**src/design/swhs_pkg.sv**
```systemverilog
`timescale 1ns / 1ps
// ----------------------------------------------------------------------------
// swhs_pkg
// Shared types, codes and constants for the single-wire humidity sensor reader.
// ----------------------------------------------------------------------------
package swhs_pkg;

	// Frame and field sizes
	localparam int unsigned N_BITS     = 40;
	localparam int unsigned CNT_W      = 16;
	localparam int unsigned IDX_W      = 6;
	localparam int unsigned CFG_IDX_W  = 3;
	localparam int unsigned CFG_DATA_W = 16;
	localparam int unsigned IN_W       = 8;
	localparam int unsigned OUT_W      = 40;

	// Register indexes
	localparam logic [CFG_IDX_W-1:0] CFG_START_PULSE   = 3'd0;
	localparam logic [CFG_IDX_W-1:0] CFG_RELEASE_TMO   = 3'd1;
	localparam logic [CFG_IDX_W-1:0] CFG_RESPONSE_TMO  = 3'd2;
	localparam logic [CFG_IDX_W-1:0] CFG_BIT_TMO       = 3'd3;
	localparam logic [CFG_IDX_W-1:0] CFG_ONE_THRESHOLD = 3'd4;

	// Register reset values
	localparam logic [15:0] START_PULSE_RST   = 16'd1000;
	localparam logic [7:0]  RELEASE_TMO_RST   = 8'd30;
	localparam logic [7:0]  RESPONSE_TMO_RST  = 8'd90;
	localparam logic [7:0]  BIT_TMO_RST       = 8'd80;
	localparam logic [7:0]  ONE_THRESHOLD_RST = 8'd70;

	// Result status codes
	typedef enum logic [1:0] {
		ST_OK      = 2'd0,
		ST_TIMEOUT = 2'd1,
		ST_CSUM    = 2'd2
	} status_t;

	// Exchange phases, one-hot
	typedef enum logic [6:0] {
		PH_IDLE  = 7'b0000001,
		PH_START = 7'b0000010,
		PH_REL   = 7'b0000100,
		PH_RLOW  = 7'b0001000,
		PH_RHIGH = 7'b0010000,
		PH_BLOW  = 7'b0100000,
		PH_BHIGH = 7'b1000000
	} phase_t;

	// Configuration register set
	typedef struct packed {
		logic [15:0] start_pulse_ticks;
		logic [7:0]  release_timeout;
		logic [7:0]  response_timeout;
		logic [7:0]  bit_timeout;
		logic [7:0]  one_threshold;
	} cfg_t;

	// One result item
	typedef struct packed {
		logic        drive_low;
		logic        busy_res;
		logic        result_valid;
		status_t     status;
		logic [15:0] humidity_tenths;
		logic [15:0] temperature_tenths;
	} result_t;

endpackage

```
**src/design/swhs_cfg.sv**
```systemverilog
`timescale 1ns / 1ps
// ----------------------------------------------------------------------------
// swhs_cfg
// Configuration register file, written through a plain write port.
// ----------------------------------------------------------------------------
module swhs_cfg (
	input  logic                             clk,
	input  logic                             arst_n,
	input  logic                             cfg_we,
	input  logic [swhs_pkg::CFG_IDX_W-1:0]   cfg_index,
	input  logic [swhs_pkg::CFG_DATA_W-1:0]  cfg_data,
	output swhs_pkg::cfg_t                   cfg
);
	import swhs_pkg::*;

	cfg_t cfg_q;

	// Register writes; indexes past the list are dropped
	always_ff @(posedge clk or negedge arst_n) begin
		if (!arst_n) begin
			cfg_q.start_pulse_ticks <= START_PULSE_RST;
			cfg_q.release_timeout   <= RELEASE_TMO_RST;
			cfg_q.response_timeout  <= RESPONSE_TMO_RST;
			cfg_q.bit_timeout       <= BIT_TMO_RST;
			cfg_q.one_threshold     <= ONE_THRESHOLD_RST;
		end else if (cfg_we) begin
			unique case (cfg_index)
				CFG_START_PULSE:   cfg_q.start_pulse_ticks <= cfg_data;
				CFG_RELEASE_TMO:   cfg_q.release_timeout   <= cfg_data[7:0];
				CFG_RESPONSE_TMO:  cfg_q.response_timeout  <= cfg_data[7:0];
				CFG_BIT_TMO:       cfg_q.bit_timeout       <= cfg_data[7:0];
				CFG_ONE_THRESHOLD: cfg_q.one_threshold     <= cfg_data[7:0];
				default: ;
			endcase
		end
	end

	assign cfg = cfg_q;

endmodule

```
**src/design/swhs_fsm.sv**
```systemverilog
`timescale 1ns / 1ps
// ----------------------------------------------------------------------------
// swhs_fsm
// Exchange sequencer: one step per sample, phase timing, bit capture,
// checksum and temperature decode.
// ----------------------------------------------------------------------------
module swhs_fsm (
	input  logic              clk,
	input  logic              arst_n,
	input  logic              step,
	input  logic              start_req,
	input  logic              line_level,
	input  swhs_pkg::cfg_t    cfg,
	output swhs_pkg::result_t res
);
	import swhs_pkg::*;

	phase_t                phase_q, phase_d;
	logic [CNT_W-1:0]      cnt_q, cnt_d, cnt_inc;
	logic [IDX_W-1:0]      idx_q, idx_d, idx_inc;
	logic [N_BITS-1:0]     frame_q, frame_d;

	logic                  want;
	logic [7:0]            limit;
	logic                  bit_val;
	logic [7:0]            b0, b1, b2, b3, b4;
	logic [7:0]            csum;
	logic [14:0]           mag;
	logic [15:0]           temp;

	// Saturating tick counter
	assign cnt_inc = (cnt_q == {CNT_W{1'b1}}) ? cnt_q : cnt_q + CNT_W'(1);
	assign idx_inc = idx_q + IDX_W'(1);

	// Awaited level and timeout of the current wait phase
	assign want  = !(phase_q == PH_RLOW || phase_q == PH_BLOW);
	assign limit = (phase_q == PH_REL) ? cfg.release_timeout :
	               (phase_q == PH_RLOW || phase_q == PH_RHIGH) ? cfg.response_timeout :
	               cfg.bit_timeout;
	assign bit_val = (cnt_q >= {8'd0, cfg.one_threshold});

	// Frame bytes after the final bit shifts in
	assign b0   = frame_d[39:32];
	assign b1   = frame_d[31:24];
	assign b2   = frame_d[23:16];
	assign b3   = frame_d[15:8];
	assign b4   = frame_d[7:0];
	assign csum = b0 + b1 + b2 + b3;
	assign mag  = {b2[6:0], b3};
	assign temp = b2[7] ? (16'd0 - {1'b0, mag}) : {1'b0, mag};

	// Next state and result for this sample
	always_comb begin
		phase_d = phase_q;
		cnt_d   = cnt_q;
		idx_d   = idx_q;
		frame_d = frame_q;
		res     = '0;
		unique case (phase_q)
			PH_IDLE: begin
				if (start_req) begin
					phase_d = PH_START;
					cnt_d   = '0;
					idx_d   = '0;
					frame_d = '0;
				end
			end
			PH_START: begin
				if (cnt_inc >= cfg.start_pulse_ticks) begin
					phase_d = PH_REL;
					cnt_d   = '0;
				end else begin
					cnt_d = cnt_inc;
				end
			end
			PH_REL, PH_RLOW, PH_RHIGH, PH_BLOW, PH_BHIGH: begin
				if (line_level == want) begin
					// counted sample; zero limit means no timeout
					if (limit != 8'd0 && cnt_inc >= {8'd0, limit}) begin
						phase_d          = PH_IDLE;
						cnt_d            = '0;
						res.result_valid = 1'b1;
						res.status       = ST_TIMEOUT;
					end else begin
						cnt_d = cnt_inc;
					end
				end else if (phase_q == PH_BHIGH) begin
					// end of a data bit's high phase
					frame_d = {frame_q[N_BITS-2:0], bit_val};
					idx_d   = idx_inc;
					cnt_d   = '0;
					if (idx_inc >= IDX_W'(N_BITS)) begin
						phase_d          = PH_IDLE;
						res.result_valid = 1'b1;
						if (csum != b4) begin
							res.status = ST_CSUM;
						end else begin
							res.status             = ST_OK;
							res.humidity_tenths    = {b0, b1};
							res.temperature_tenths = temp;
						end
					end else begin
						phase_d = PH_BLOW;
					end
				end else begin
					cnt_d = '0;
					unique case (phase_q)
						PH_REL:   phase_d = PH_RLOW;
						PH_RLOW:  phase_d = PH_RHIGH;
						PH_RHIGH: phase_d = PH_BLOW;
						PH_BLOW:  phase_d = PH_BHIGH;
						default:  phase_d = PH_IDLE;
					endcase
				end
			end
			default: begin
				phase_d = PH_IDLE;
				cnt_d   = '0;
			end
		endcase
		res.drive_low = (phase_d == PH_START);
		res.busy_res  = (phase_d != PH_IDLE);
	end

	// State update on each stepped sample
	always_ff @(posedge clk or negedge arst_n) begin
		if (!arst_n) begin
			phase_q <= PH_IDLE;
			cnt_q   <= '0;
			idx_q   <= '0;
			frame_q <= '0;
		end else if (step) begin
			phase_q <= phase_d;
			cnt_q   <= cnt_d;
			idx_q   <= idx_d;
			frame_q <= frame_d;
		end
	end

endmodule

```
**src/design/single_wire_humidity_sensor_reader.sv**
```systemverilog
`timescale 1ns / 1ps
// ----------------------------------------------------------------------------
// single_wire_humidity_sensor_reader
// An input transfer passes the input register, then the result register.
// Throughput: one sample per cycle while m_axis_tready keeps the result
// register draining, set by the single-step sequencer update.
// Reset: arst_n clears the sequencer to idle, loads register defaults and
// empties both pipeline registers; no clearing pass.
// ----------------------------------------------------------------------------
module single_wire_humidity_sensor_reader (
	input  logic                             clk,
	input  logic                             arst_n,
	// sample stream
	input  logic                             s_axis_tvalid,
	output logic                             s_axis_tready,
	input  logic [swhs_pkg::IN_W-1:0]        s_axis_tdata,  // [0] start_req, [1] line_level
	// result stream
	output logic                             m_axis_tvalid,
	input  logic                             m_axis_tready,
	// [0] drive_low, [1] busy_res, [2] result_valid, [4:3] status,
	// [20:5] humidity_tenths, [36:21] temperature_tenths, [39:37] zero
	output logic [swhs_pkg::OUT_W-1:0]       m_axis_tdata,
	// configuration writes
	input  logic                             cfg_we,
	input  logic [swhs_pkg::CFG_IDX_W-1:0]   cfg_index,
	input  logic [swhs_pkg::CFG_DATA_W-1:0]  cfg_data
);
	import swhs_pkg::*;

	cfg_t    cfg;
	result_t res;
	logic    valid_s1;
	logic    req_s1;
	logic    line_s1;
	logic    advance;
	logic    out_valid_q;
	logic [OUT_W-1:0] out_data_q;

	swhs_cfg u_cfg (
		.clk       (clk),
		.arst_n    (arst_n),
		.cfg_we    (cfg_we),
		.cfg_index (cfg_index),
		.cfg_data  (cfg_data),
		.cfg       (cfg)
	);

	// s1 item moves on when the result register is free or being drained
	assign advance       = valid_s1 && (!out_valid_q || m_axis_tready);
	assign s_axis_tready = !valid_s1 || advance;

	swhs_fsm u_fsm (
		.clk        (clk),
		.arst_n     (arst_n),
		.step       (advance),
		.start_req  (req_s1),
		.line_level (line_s1),
		.cfg        (cfg),
		.res        (res)
	);

	// Input register
	always_ff @(posedge clk or negedge arst_n) begin
		if (!arst_n) begin
			valid_s1 <= 1'b0;
		end else if (s_axis_tready) begin
			valid_s1 <= s_axis_tvalid;
		end
	end

	always_ff @(posedge clk) begin
		if (s_axis_tready && s_axis_tvalid) begin
			req_s1  <= s_axis_tdata[0];
			line_s1 <= s_axis_tdata[1];
		end
	end

	// Result register
	always_ff @(posedge clk or negedge arst_n) begin
		if (!arst_n) begin
			out_valid_q <= 1'b0;
		end else if (advance) begin
			out_valid_q <= 1'b1;
		end else if (m_axis_tready) begin
			out_valid_q <= 1'b0;
		end
	end

	always_ff @(posedge clk) begin
		if (advance) begin
			out_data_q <= {3'b000, res.temperature_tenths, res.humidity_tenths,
			               res.status, res.result_valid, res.busy_res, res.drive_low};
		end
	end

	assign m_axis_tvalid = out_valid_q;
	assign m_axis_tdata  = out_data_q;

endmodule

```
**config.mk**
```make
export PLATFORM = sky130hd
export DESIGN_NAME = single_wire_humidity_sensor_reader
export DESIGN_NICKNAME = d
export VERILOG_FILES = /design/src/design/swhs_pkg.sv /design/src/design/swhs_cfg.sv /design/src/design/swhs_fsm.sv /design/src/design/single_wire_humidity_sensor_reader.sv
export SDC_FILE = /design/constraint.sdc
export NUM_CORES = 1
export LEC_CHECK = 0
export BUFFER_PORTS_ARGS = -buffer_cell sky130_fd_sc_hd__clkbuf_2
export CELL_PAD_IN_SITES_DETAIL_PLACEMENT = 1
export CELL_PAD_IN_SITES_GLOBAL_PLACEMENT = 2
export CORE_MARGIN = 1
export CORE_UTILIZATION = 42
export DETAILED_ROUTE_END_ITERATION = 10
export HOLD_SLACK_MARGIN = 0.06
export PLACE_DENSITY = 0.93
export SKIP_LAST_GASP = 1
export SLEW_MARGIN = 0
export SYNTH_ARGS = -nofsm -noshare
export SYNTH_HDL_FRONTEND = slang
export SYNTH_SLANG_ARGS = --single-unit
```
**constraint.sdc**
```tcl
create_clock -name clk -period 8.1 [get_ports clk]
set_input_delay 1.62 -clock clk [delete_from_list [all_inputs] [get_ports clk]]
set_output_delay 1.62 -clock clk [all_outputs]
set_load 0.01 [all_outputs]
```
Word-level counts from Yosys, hierarchy flattened
Index checks and enable logic that the tools add are counted.

operators by class
  add/sub/neg operators = 6
  magnitude comparators = 4
  bitwise logic cells = 4
  equal/unequal tests = 19
  reductions and logical operators = 24
  muxes and demuxes = 33

operator list
  operator               count
  $mux 40                3
  $mux 16                6
  $pmux 40 s2            1
  $mux 35                2
  $pmux 16 s3            1
  $mux 7                 5
  $ge 16x8->1            2
  $mux 32                1
  $pmux 7 s4             1
  $add 8x8->8            3
  $mux 6                 4
  $pmux 7 s3             1
  $add 16x1->16 const B  1
  $eq 16x16->1 const B   1
  $ge 16x16->1           1
  $mux 8                 2
  $sub 1x15->16 const A  1
  $eq 7x2->1 const B     2
  $pmux 6 s2             1
  $reduce_and 2->1       6
  $reduce_or 5->1        2
  $ne 8x8->1             1
  $reduce_bool 8->1      1
  $eq 7x1->1 const B     1
  other kinds (25)       40

word-level totals
  logic and storage cells = 107
  input bits = 32
  register bits = 158
  output and inout port bits = 42

Logic depth before layout (Yosys ltp)
Gate-level depths: netlist (run 1).

  depth in word-level cells = 14
  depth in mapped cells = 22
  depth with buffers taken out = 18

Modules after synthesis
Synthesis (run 1) repeated with hierarchy kept, for this count alone.

unflattened totals
  cell total of the unflattened synthesis = 936
  area total of the unflattened synthesis = 9768.1 um^2

modules (own cells, without submodules)
  module                              sequential area each (um^2)  area each (um^2)  cells each  times used
  swhs_fsm                            1727.9                       6612.6            780         1
  swhs_cfg                            1224.9                       1854.3            105         1
  single_wire_humidity_sensor_reader  1221.2                       1301.2            51          1

Least setup slack after synthesis (run 1)
Ideal clock, no wire load.

  path type = register to register
  start = reg u_fsm.phase_q[3]
  end = reg out_data_q[13], in the netlist m_axis_tdata[13], data pin
  clock period less this slack = 5.105 ns
  buffers on the path = 5
  data arrival time = 4.954 ns
  path slack = 2.995 ns
  data required time = 7.949 ns
  library setup time = 0.151 ns
  stages on the path, launching flop included = 21
  cell sequence = dfrtp_1 or4_1 buf_2 nor2_2 buf_2 buf_2 buf_1 a22oi_1 fa_1 fa_1 inv_1 ha_1 a21o_1 a21oi_1 xor2_1 xnor2_1 nand2_1 nor4_2 nand4_2 buf_2 nor3b_2

on the way
  longest elaborated chain between the ends = 11
  elaborated cells between the ends (all ways) = 20
  classes of those cells = add/sub: 3; eq/ne: 8; mux: 3; bitwise: 2; reduce/logical: 4

ends and longest elaborated chain
  element                                          RTL line                                  source
  from (decl)                                      swhs_fsm.sv:18                            phase_t phase_q, phase_d;
  from (signal assigned)                           swhs_fsm.sv:133                           phase_q <= phase_d;
  $eq 7x4->1 / $eq 7x6->1 (equally long branches)  swhs_fsm.sv:36, swhs_fsm.sv:59
  $logic_or 1x1->1                                 swhs_fsm.sv:36                            assign want = !(phase_q == PH_RLOW || phase_q == PH_BLOW);
  $logic_not 1->1                                  swhs_fsm.sv:36
  $eq 1x1->1                                       swhs_fsm.sv:77                            if (line_level == want) begin
  $mux 40                                          swhs_fsm.sv:77
  $pmux 40 s2                                      swhs_fsm.sv:59                            unique case (phase_q)
  $add 8x8->8 (3 in series)                        swhs_fsm.sv:48                            assign csum = b0 + b1 + b2 + b3;
  $ne 8x8->1                                       swhs_fsm.sv:95                            if (csum != b4) begin
  $reduce_or 5->1 (no source line)                 -
  to (signal assigned)                             single_wire_humidity_sensor_reader.sv:91  out_data_q <= {3'b000, res.temperature_tenths, res.humidity_tenths,
  to (decl)                                        single_wire_humidity_sensor_reader.sv:37  logic [OUT_W-1:0] out_data_q;

Parallel ways exist; a longest one is shown, timed or not.
A chain may end at the register's enable or synchronous reset.

Worst setup path after layout (run 1)
  start = reg u_fsm.phase_q[3]
  end = reg out_data_q[36], in the netlist m_axis_tdata[36], data pin

on the way
  longest elaborated chain between the ends = 11
  elaborated cells between the ends (all ways) = 22
  classes of those cells = add/sub: 4; eq/ne: 8; mux: 3; bitwise: 3; reduce/logical: 4

ends and longest elaborated chain
  element                                          RTL line
  $eq 7x4->1 / $eq 7x6->1 (equally long branches)  swhs_fsm.sv:36, swhs_fsm.sv:59
  $logic_or 1x1->1                                 swhs_fsm.sv:36
  $logic_not 1->1                                  swhs_fsm.sv:36
  $eq 1x1->1                                       swhs_fsm.sv:77
  $mux 40                                          swhs_fsm.sv:77
  $pmux 40 s2                                      swhs_fsm.sv:59
  $add 8x8->8 (3 in series)                        swhs_fsm.sv:48
  $ne 8x8->1                                       swhs_fsm.sv:95
  $reduce_or 6->1 (no source line)                 -

Parallel ways exist; a longest one is shown, timed or not.

==> impl_metrics.tcl, run 1 <==
set metrics [dict create \
    cp_data_required_time_ps 8330 \
    async_flop_share 0.753 \
    ant_nets 0 \
    cts_hold_buf 0 \
    antenna_found_initial 0 \
    syn_avg_cell_area_um2 10.5 \
    dp_hpwl_mm 17.5 \
    rows 54 \
    synth-edff-count 39 \
    grt_pass1_wl_mm 39.9 \
    clkSlewWorstSetupHoldPaths_ps 70 \
    synth_top_area_share 0.265 \
    via_count 7058 \
    utilization 0.480 \
    finalNetCount 1022 \
    drive_gt1_frac 0.212 \
    synth.area.top_cells "dfrtp_1 27%, edfxtp_1 13%, ha_1 5.8%" \
    syn_to_final_growth_pct 12.3 \
    clock_skew_ps 13.5 \
    post_cts_resized 0 \
    max_slew_margin 0.340 \
    rsz0062_at_grt "false" \
    finalCritPeriodShare 0.730 \
    cp-end-kind "register" \
    grt_pass1_vias 7301 \
    grt_max_degree 47 \
    p_sw_frac 0.343 \
    maxCapViolCount 0 \
    yosys_warnings 0 \
    ys_seq_elements 158 \
    pin_count 74 \
    fin_setup_tns_ps 0 \
    rrSetupSlack_ps 2190 \
    switchingPower_uw 809 \
    post_drt_wl_per_cell_um 19.9 \
    io_buffers 64 \
    p_seq_frac 0.431 \
    critPathKind "register to register" \
    max-vdd-ir-drop_uv 138 \
    hold_path_class "register to register" \
    fin_area_mm2 0.0105 \
    die_w_um 151 \
    power.density_mw_per_mm2 225 \
    cts_buffers 17 \
    drc_errors 0 \
    yosysUniqueCellTypes 74 \
    yosysTopAreaCell "dfrtp_1" \
    clkPwrFrac 0.343 \
    drt_pass1_iterations 5 \
    drt_iter0_markers 368 \
    seq_area_frac_synth 0.447 \
    fmax_mhz 169 \
    die_area_mm2 0.0228 \
    combPwrFrac 0.226 \
    cts_tree "yes" \
    worstSkewPairLatency_ps 440 \
    cp_max_fo 40 \
    setup_viol 0 \
    die_y_um 151 \
    ys.flop_type "dfrtp_1" \
    wl_mm 24.4 \
    n_fill_cell 2438 \
    leakage_nw 4.49 \
    multiInputGateArea_mm2 0.00477 \
    place_congestion 0.829 \
    post_cts_buffers 0 \
    synthesis.area_mm2 0.00934 \
    worstMarginPinSlew_ps 987 \
    core_mm2 0.0218 \
    syn-instance-count 889 \
    p_int_mw 1.55 \
    cp.arrival_ps 6140 \
    cts.path.max_buffers 2 \
    finalCriticalPeriod_ps 5910 \
    drv_slew 0 \
    n_antenna_cell 0 \
    place_area_mm2 0.00989 \
    clkSinkCount 158 \
    htree_levels 4 \
    hold_viol 0 \
    finalNonFillerCells 1227 \
    start_util 0.428 \
    dp_cells 1195 \
    seq_area_mm2 0.00417 \
    globalRouteOverflowTotal 0 \
    viasPerCell 5.75 \
    status "finished clean" \
    clockRootBuffer "clkbuf_16" \
    start_kind "register" \
    grt.total_usage 0.229 \
]
-- cell families after synthesis --
group | Yosys count | synth area share
and+or+nand+nor | 262 | 0.155
adders and majority gates | 56 | 0.0855
muxes | 45 | 0.0521
xor gates and xnor gates | 50 | 0.0469
AOI/OAI and AO/OA | 218 | 0.169
DFF | 158 | 0.447
buffers and inverters | 99 | 0.0437
other | 1 | 0.000402
-- final timing paths --
| check | startpoint | end | cells after the start |
|---|---|---|---|
| setup / recovery | u_fsm.phase_q[3] | m_axis_tdata[36] | 19 |
| hold / removal | u_cfg.cfg[37] | u_cfg.cfg[37] | 2 |
| setup reg to reg | u_fsm.phase_q[3] | m_axis_tdata[36] | 19 |
| hold reg to reg | u_cfg.cfg[37] | u_cfg.cfg[37] | 2 |
| max in group asynchronous | arst_n | u_cfg.cfg[44] | 2 |
| min in group asynchronous | arst_n | u_fsm.frame_q[19] | 1 |
-- cell usage after synthesis, types with 3 or more instances --
cell,number
or4_1,3
o21ai_0,55
buf_4,4
fa_1,13
or3_1,5
a21o_1,12
a2111o_1,3
o211ai_1,4
ha_1,43
mux2_2,29
nand4_1,7
nor4_1,10
a22oi_1,22
and3_1,4
nor3b_2,7
nand2_1,76
xor2_1,14
mux2i_1,16
and2_1,5
dfrtp_1,99
a22o_1,56
nand2b_1,10
buf_2,11
o22a_1,4
o21ai_1,5
dfstp_2,20
clkbuf_1,34
nor3_2,22
o21a_1,5
nand3_1,16
o31a_1,3
nor3_1,18
a21oi_1,17
a211oi_1,5
nor2_1,55
nor3b_1,4
a31oi_1,6
inv_1,46
edfxtp_1,39
o22ai_1,3
nor2b_1,3
xnor2_1,36
-- registers in the layout, indices dropped and copies added, names as in the netlist --
name           count
u_cfg.cfg         48
u_fsm.frame_q     40
m_axis_tdata      37
u_fsm.cnt_q       16
u_fsm.phase_q      7
u_fsm.idx_q        6
line_s1            1
m_axis_tvalid      1
req_s1             1
valid_s1           1
-- per-layer routing --
layer	wire length [um]	track usage	part of all wire	up-vias
met5	0	0	0	-
met4	439	0.0720	0.018	0
met3	883	0.0340	0.036	32
met2	11900	0.375	0.49	161
met1	11200	0.313	0.46	3542
li1	-	-	-	3323
-- placed cells by master, fill, tap and decap left out, drive strengths merged, types with 20 or more instances in the layout --
cell | netlist | layout
xnor2 | 36 | 36
inv | 46 | 57
dfstp | 20 | 20
dfrtp | 99 | 99
a22o | 56 | 56
clkbuf | 34 | 80
ha | 43 | 43
nor2 | 57 | 57
edfxtp | 39 | 39
o21ai | 60 | 60
nand2 | 76 | 76
nor3 | 40 | 40
a22oi | 22 | 22
mux2 | 29 | 29
-- critical path, cell delays in order, from the launching register on --
cell	delay (ps)
dfrtp_1	580
or4_1	750
nor2_2	190
buf_4	410
a22o_1	340
xor2_1	200
ha_1	270
fa_1	560
ha_1	170
inv_1	50
fa_1	400
nor2b_1	210
o21ai_0	110
a21oi_1	180
xor2_1	170
nand2_1	80
nor4_2	200
nand4_2	130
buf_4	290
a2111oi_2	360
-- power by group through the flow --
stage	clock network [mW]	logic [mW]	registers [mW]
3_3_place_gp	0	0.500	1.02
2_1_floorplan	0	0.387	0.990
6_report	0.810	0.533	1.02
5_1_grt	0.851	0.596	1.03
3_5_place_dp	0	0.525	1.03
4_1_cts	0.825	0.535	1.02
-- final cells by class --
| cell class | count | share of cell area |
|---|---|---|
| Inverter | 47 | 0.0168 |
| Sequential cell | 158 | 0.398 |
| Tap cell | 280 | 0.0334 |
| Clock buffer | 17 | 0.0406 |
| Clock inverter | 15 | 0.0159 |
| Multi-Input combinational cell | 634 | 0.456 |
| Timing Repair Buffer | 76 | 0.0394 |
-- metrics by stage --
step | hold WS, ps | total power, mW | worst slack, ps
2_1_floorplan | 457 | 1.38 | 2990
3_3_place_gp | 473 | 1.52 | 2410
3_5_place_dp | 502 | 1.56 | 2240
4_1_cts | 522 | 2.38 | 2230
5_1_grt | 532 | 2.48 | 1810
6_report | 514 | 2.36 | 2190
Power figures use the tool's default switching activity.
==> inputs of run 2 (changes only) <==
- CORE_UTILIZATION: 42 -> 36
- PLACE_DENSITY: 0.93 -> 0.85
- clock period: 8.1 -> 5.3 ns (I/O delays scaled with it)
==> run 2 against run 1 <==
  * Fmax increased by 14%
  * Die area increased by 16%
  * Via count rose by 4.4%
  * Combinational power grew 68%
  * Sequential share of layout area down 2.3 points
  * Hold slack improved by 2.3 ps
  * Final area up 6.1%
  * Setup slack worse by 2100 ps
  * Global-route usage fell by 2.5 points
  * Largest power group unchanged
  * Highest routed layer unchanged
==> impl_metrics.tcl, run 2 (synthesis gave the netlist of run 1 again) <==
set metrics [dict create \
    n_fill_cell 2813 \
    setup_slack_ps 99.2 \
    preCtsSetupSlack_ps -140 \
    clockRootBuffer "clkbuf_16" \
    drv_slew 0 \
    hold_viol 0 \
    critPathKind "register to register" \
    grt_max_degree 45 \
    setup_viol 0 \
    grt.total_usage 0.204 \
    largest_register_ffs 48 \
    cp_data_required_time_ps 5580 \
    start_util 0.369 \
    cts_buffers 17 \
    clkSinkCount 158 \
    cts_hold_buf 0 \
    cp.arrival_ps 5480 \
    seq_area_mm2 0.00417 \
    maxCapViolCount 0 \
    worstSkewPairLatency_ps 450 \
    final_common_cell "dfrtp_1" \
    cp-end-kind "register" \
    max_slew_margin 0.293 \
    multiInputGateArea_mm2 0.00488 \
    leakage_nw 4.76 \
    clkSlewWorstSetupHoldPaths_ps 70 \
    holdWs_ps 516 \
    most-common-layout-cells "99 x dfrtp_1, 75 x nand2_1, 63 x clkbuf_2" \
    globalRouteOverflowTotal 0 \
    syn_to_final_growth_pct 19.1 \
    drt_pass1_iterations 5 \
    rows 58 \
    via_count 7367 \
    cp_max_fo 13 \
    grt_pass1_vias 7517 \
    place_congestion 0.820 \
    finalCritPeriodShare 0.981 \
    post_drt_wl_per_cell_um 20.2 \
    pin_count 74 \
    finalCriticalPeriod_ps 5200 \
    max-vdd-ir-drop_uv 165 \
    start_kind "register" \
    cts_tree "yes" \
    die_area_mm2 0.0266 \
    hold_path_class "register to register" \
    cts.path.max_buffers 2 \
    grt_pass1_wl_mm 41.8 \
    finalNetCount 1071 \
    status "finished clean" \
    ant_nets 0 \
    antenna_found_initial 0 \
    core_mm2 0.0253 \
    viasPerCell 5.56 \
    die_w_um 163 \
    htree_levels 4 \
    worstMarginPinSlew_ps 1050 \
    fmax_mhz 192 \
    power.density_mw_per_mm2 335 \
    clock_skew_ps 17.8 \
    utilization 0.439 \
    drt_iter0_markers 371 \
    io_buffers 64 \
    n_antenna_cell 0 \
    wl_mm 26.8 \
    die_y_um 163 \
    dp_hpwl_mm 18.0 \
    drive_gt1_frac 0.271 \
    drc_errors 0 \
]
## run 2: cell type report
| cell class | count | area share |
|---|---|---|
| repair buffers | 124 | 0.0788 |
| inverters | 47 | 0.0159 |
| well taps | 330 | 0.0371 |
| flip-flops and latches | 158 | 0.375 |
| clock buffers | 17 | 0.0383 |
| clock inverters | 15 | 0.0153 |
| multi-input cells | 635 | 0.439 |
## run 2: final timing paths
path	start	endpoint	slack, ps	cells after the start
setup / recovery	u_fsm.phase_q[3]	m_axis_tdata[17]	100	20
hold / removal	u_cfg.cfg[9]	u_cfg.cfg[9]	520	1
setup reg to reg	u_fsm.phase_q[3]	m_axis_tdata[17]	100	20
hold reg to reg	u_cfg.cfg[9]	u_cfg.cfg[9]	520	1
max in group asynchronous	arst_n	u_cfg.cfg[4]	3730	2
min in group asynchronous	arst_n	u_cfg.cfg[44]	570	1
## run 2: metrics by stage
step	area (um2)	total power [mW]	cells	TNS, ps
global route	11100	3.92	1326	-2380
CTS	10800	3.72	1307	0
finish	11100	3.73	1326	0
detailed placement	10200	2.41	1275	-966
floorplan	9340	2.10	891	0
global placement	10200	2.38	1275	-413
## run 2: routing by layer
layer	share of wire	wire, um	global-route usage	vias to the layer above
met3	0.031	833	0.0295	40
met1	0.45	12200	0.273	3740
met5	0	0	0	-
li1	-	-	-	3428
met2	0.49	13100	0.338	159
met4	0.027	724	0.0684	0
## run 2: power by group
group	total (mW)	switching (mW)	internal [mW]
clock	1.30	0.587	0.711
sequential	1.53	0.116	1.42
combinational	0.893	0.534	0.359
## run 2: critical path, stage by stage, from the launching register on
cell,delay (ps)
dfrtp_1,430
or4_4,590
nor2_4,230
nor2_4,120
a22o_2,270
xor2_1,180
ha_1,320
fa_1,580
ha_1,200
inv_1,70
fa_2,370
nor2b_2,160
o21ai_0,120
a21oi_2,180
xor2_1,160
nand2_1,90
nor4_2,160
nand4_2,240
buf_4,240
clkbuf_16,180
nor3b_2,160
## run 2: repair_timing
| item | CTS | global route |
|---|---|---|
| pin swaps | 0 | 6 |
| buffers inserted | 0 | 15 |
| endpoints found under the setup margin | 33 | 48 |
| cloned | 0 | 4 |
| resized for setup | 3 | 26 |
